==> config.mk <==
export PLATFORM = sky130hd
export DESIGN_NAME = llsp_cmp
export DESIGN_NICKNAME = d
export VERILOG_FILES = /design/src/llsp_cmp.sv
export SDC_FILE = /design/constraint.sdc
export NUM_CORES = 1
export LEC_CHECK = 0
export ABC_AREA = 1
export ABC_CLOCK_PERIOD_IN_PS = 5440
export BUFFER_PORTS_ARGS = -buffer_cell sky130_fd_sc_hd__buf_2
export CORE_MARGIN = 3
export CORE_UTILIZATION = 37
export DETAILED_ROUTE_END_ITERATION = 8
export PLACE_DENSITY = 0.76
export SLEW_MARGIN = 15
export SYNTH_ARGS = -nofsm -noshare
export SYNTH_HDL_FRONTEND = slang
export SYNTH_SLANG_ARGS = --single-unit
==> constraint.sdc <==
create_clock -name vclk -period 5.44
set_input_delay 1.36 -clock vclk [all_inputs]
set_output_delay 1.36 -clock vclk [all_outputs]
set_load 0.05 [all_outputs]
==> src/llsp_cmp.sv <==
// Shared 64-bit compare unit used by the sort and eligibility scan.
// Depends on nothing.
module llsp_cmp (
    input  logic [63:0] i_a,
    input  logic [63:0] i_b,
    output logic        o_gt
);
    assign o_gt = i_a > i_b;
endmodule

==> results of run 1 <==
## report_power, final
group | leakage, nW | total (mW) | switching [mW] | internal [mW]
clock network | 0 | 0 | 0 | 0
registers | 0 | 0 | 0 | 0
logic | 1.67 | 0.156 | 0.0758 | 0.0805
## synthesized netlist by cell type (3+ instances only)
cell | instances | share of area, %
ha_1 | 64 | 47
nor2_1 | 14 | 3.1
o21a_1 | 4 | 1.7
nand2_2 | 3 | 1.1
o21ai_0 | 7 | 2.0
inv_1 | 75 | 16
nand4_1 | 5 | 1.8
a21oi_1 | 31 | 9.0
nand2_1 | 58 | 13
nand3_1 | 3 | 0.87
## critical path, cell delays in order
cell,delay (ns)
buf_2,0.08
inv_1,0.03
ha_1,0.29
nand2_2,0.08
nor2_4,0.12
nand2_2,0.05
clkinv_2,0.05
nand3b_2,0.08
nor3b_2,0.20
nand2_1,0.09
a21oi_2,0.12
buf_2,0.27
## worst paths after layout
path                start   end  slack, ns  cells past startpoint
setup / recovery  i_b[47]  o_gt       1.24                     12
hold / removal    i_a[48]  o_gt       3.54                      7
## layout make-up
type	count	area (um2)	share of cell area, %
Timing Repair Buffer	129	646	26.6
Multi-Input combinational cell	198	1430	58.9
Inverter	76	287	11.8
Tap cell	52	65.1	2.68
## cells by family after synthesis
| logic type | synth area share [%] |
|---|---|
| AO/OA/AOI/OAI | 13.8 |
| buffers and inverters | 16.7 |
| AND/OR/NAND/NOR | 22.9 |
| adder cells (fa/ha/maj) | 46.6 |
## per-stage QoR
step	std cells	total power, mW	utilization (%)	cell area, um2	hold WS [ns]
final	455	0.156	55.0	2430	3.54
after global routing	455	0.186	55.0	2430	3.63
after CTS	455	0.159	55.0	2430	3.56
after detailed placement	455	0.158	55.0	2430	3.56
after global placement	455	0.153	55.0	2430	3.53
after floorplan	274	0.0925	-	1720	3.29
## metal layers
layer | wire length [um] | track usage, % | vias up
li1 | - | - | 1132
met1 | 1660 | 16.9 | 841
met2 | 2020 | 28.1 | 77
met3 | 437 | 1.49 | 0
met4 | 0 | 0.402 | 0
met5 | 0 | 0 | -
==> results_dict.tcl, run 1 <==
set metrics [dict create \
    yosys_warnings 0 \
    drt_iter0_drc 26 \
    grt_pass1_wl_um 6560 \
    rsz0062_at_grt "false" \
    p_per_area_nw_per_um2 64.3 \
    die_w_um 74.1 \
    grt_usage_pct 14.1 \
    fmax_mhz 238 \
    placementRows 24 \
    dr_total_vias 2050 \
    cts_hold_buf 0 \
    layout_setup_ws_ns 1.24 \
    yosysSeqAreaShare_pct 0 \
    ctsResizeCount 0 \
    period_needed_ns 4.20 \
    place_congestion 0.761 \
    tightest_slew_ns 0.251 \
    dp.final_hpwl_um 4040 \
    max_slew_margin_pct 83.4 \
    status "finished clean" \
    cp-start-kind "input pin" \
    final_hold_viol_count 0 \
    min_path_type "in -> out" \
    via_per_inst 4.51 \
    leakage_nw 1.67 \
    avgSynthCellArea_um2 6.27 \
    setup_viol 0 \
    n_antenna_cell 0 \
    drv_cap 0 \
    finalSetupTns_ns 0 \
    grt_max_degree 4 \
    synth_fp_nets 466 \
    first_pass_iters 4 \
    overflow 0 \
    die_y_um 74.1 \
    port_buffers 129 \
    wl_um 4120 \
    seq_cells 0 \
    synthesis.area_um2 1720 \
    design.core.area_um2 4410 \
    start_util_pct 38.9 \
    crit_required_ns 4.08 \
    nNetsFinal 597 \
    final_cell_mix "buf_2, inv_1, ha_1" \
    synthCells 274 \
    route.detailed.drc 0 \
    critPathArrivalTime_ns 2.84 \
    wl_per_cell_um 9.06 \
    mostFrequentLayoutCell "buf_2" \
    drive_gt1_share_pct 34.2 \
    antenna_found_initial 0 \
    syn2layout_area_growth_pct 41.4 \
    slew_viol_final 0 \
    filler_cell_count 447 \
    dieArea_um2 5500 \
    ir_worst_vdd_mv 0.0327 \
    end_kind "output port" \
    min_period_over_period_pct 77.2 \
    pre_cts_ws_ns 1.21 \
    critPathKind "in -> out" \
    grt_pass1_vias 1777 \
    ant_nets 0 \
    clkbuf_count 0 \
    register_area_um2 0 \
    crit_path_max_fanout 2 \
    synth_cell_types 20 \
    ios 129 \
    cts_setup_buffers 0 \
]
Power figures use the tool's default switching activity.
==> run 2: changes to the inputs <==
--- a/config.mk
+++ b/config.mk
@@ -5,13 +5,13 @@
 export SDC_FILE = /design/constraint.sdc
 export NUM_CORES = 1
 export LEC_CHECK = 0
-export ABC_AREA = 1
-export ABC_CLOCK_PERIOD_IN_PS = 5440
+export ABC_AREA = 0
+export ABC_CLOCK_PERIOD_IN_PS = 4400
 export BUFFER_PORTS_ARGS = -buffer_cell sky130_fd_sc_hd__buf_2
 export CORE_MARGIN = 3
 export CORE_UTILIZATION = 37
 export DETAILED_ROUTE_END_ITERATION = 8
-export PLACE_DENSITY = 0.76
+export PLACE_DENSITY = 0.77
 export SLEW_MARGIN = 15
 export SYNTH_ARGS = -nofsm -noshare
 export SYNTH_HDL_FRONTEND = slang
==> constraint.sdc (replaced) <==
create_clock -name vclk -period 4.4
set_input_delay 1.1 -clock vclk [all_inputs]
set_output_delay 1.1 -clock vclk [all_outputs]
set_load 0.05 [all_outputs]
==> run 2 against run 1 <==
Net effect: die area is 4.7% lower; count of clock-buffer cells in the layout stayed put; via count is 4.6% lower; sequential share of layout area stayed put; final area is 3.7% lower; critical endpoint unchanged; final cell count is 9.9% lower; routed wire length is 8.9% higher; worst hold slack worse by 0.69 ns; critical path type unchanged.
==> results_dict.tcl, run 2 <==
set metrics [dict create \
    seq_cells 0 \
    finalSetupTns_ns 0 \
    fin_area_um2 2340 \
    design.core.area_um2 4120 \
    crit_start "i_a[1]" \
    die_y_um 72.4 \
    placedInstanceArea_um2 2340 \
    synth_cell_types 27 \
    critPathArrivalTime_ns 2.96 \
    tightest_slew_ns 0.426 \
    cp_cell_sequence "buf_2 > ha_1 > nor2b_4 > o211ai_2 > a2111oi_1 > or4b_1 > a221oi_1 > a21boi_1 > buf_2" \
    critPathKind "in -> out" \
    overflow 0 \
    ios 129 \
    drt_iter0_drc 17 \
    die_w_um 72.4 \
    yosysSeqAreaShare_pct 0 \
    placementRows 23 \
    setup_viol 0 \
    dp_cells 410 \
    max_slew_margin_pct 70.9 \
    rsz0062_at_grt "false" \
    period_needed_ns 4.06 \
    ant_nets 0 \
    place_congestion 0.786 \
    via_per_inst 4.77 \
    wl_um 4490 \
    grt_pass1_wl_um 7190 \
    clkbuf_count 0 \
    grt_usage_pct 16.0 \
    cts_hold_buf 0 \
    synthesis.area_um2 1630 \
    fmax_mhz 246 \
    crit_path_max_fanout 2 \
    yosys_warnings 0 \
    end_kind "output port" \
    cp-start-kind "input pin" \
    crit_required_ns 3.30 \
    drv_cap 0 \
    max_stage_delay_ns 0.49 \
    nNetsFinal 554 \
    crit_family "simple AND/OR/NAND/NOR gates" \
    dp.final_hpwl_um 4370 \
    path_buf_inv 2 \
    layout.cells.non_filler 410 \
    min_from "i_a[63]" \
    grt_max_degree 5 \
    wl_per_cell_um 11.0 \
    dieArea_um2 5240 \
    dr_total_vias 1955 \
    synth.top_cell.area_share_pct 49.1 \
    drive_gt1_share_pct 37.2 \
    route.detailed.drc 0 \
    final_hold_viol_count 0 \
    crit_slowest_cell "or4b_1" \
    avgSynthCellArea_um2 7.06 \
    synth.most_common_cell "inv_1" \
    synth_fp_nets 423 \
    mostFrequentLayoutCell "buf_2" \
    start_util_pct 39.6 \
    synth_top_area_cell "ha_1" \
    grt_pass1_vias 1883 \
    fin_util_pct 56.8 \
    n_antenna_cell 0 \
    register_area_um2 0 \
    min_period_over_period_pct 92.4 \
    synth_area_leaders "ha_1, inv_1, a21oi_1" \
    status "finished clean" \
    cts_setup_buffers 0 \
    p_per_area_nw_per_um2 81.3 \
    yosys-top-cells-count "inv_1, ha_1, a21oi_1, nand2_1, nand4_1" \
    port_buffers 129 \
    min_path_type "in -> out" \
    ir_worst_vdd_mv 0.0370 \
    syn2layout_area_growth_pct 43.4 \
    antenna_found_initial 0 \
    ctsResizeCount 0 \
    cpMostUsedCell "buf_2" \
    final_cell_mix "buf_2, inv_1, ha_1" \
    leakage_nw 1.52 \
    synthCells 231 \
    slew_viol_final 0 \
    first_pass_iters 4 \
]
==> run 2: cell count changes after synthesis, sizes merged, moves of 4 or more <==
cell,previous run,this run
nand4,5,12
nor2,16,4
nand2,61,17
inv,75,66
nor3,1,5
a221oi,0,4
a21oi,32,27
==> run 2: cell type report <==
type                       instances  area [um2]
fill                             415        1780
inverter                          66         248
multi-input combinational        165        1380
tap                               50        62.6
timing repair buffer             129         646
==> run 2: kinds of logic after synthesis <==
group           synth area share [%]
simple gates                    16.5
compound gates                  19.2
fa+ha+maj                       49.1
buf+inv                         15.2
==> run 2: final timing paths <==
path,depth (start not counted),end,slack [ns]
worst min-delay path,5,o_gt,2.85
worst max-delay path,9,o_gt,0.34
==> run 2: routing by layer <==
metal  share of wire [%]  global-route usage, %  wire length (um)
met1                  40                   18.5              1770
met2                  54                   33.2              2420
met3                 6.3                  0.970               282
met4                0.40                  0.615                18
met5                   0                      0                 0
==> run 2: stage by stage <==
step,hold slack [ns],setup WS (ns),power (mW)
final,2.85,0.335,0.190
after global routing,2.90,0.100,0.221
after CTS,2.86,0.304,0.193
after detailed placement,2.86,0.310,0.192
after global placement,2.86,0.337,0.186
after floorplan,2.87,0.224,0.108
==> run 2: where the power goes <==
group          internal [mW]  switching, mW  total (mW)
clock network              0              0           0
logic                 0.0993         0.0907       0.190
registers                  0              0           0
total                 0.0993         0.0907       0.190
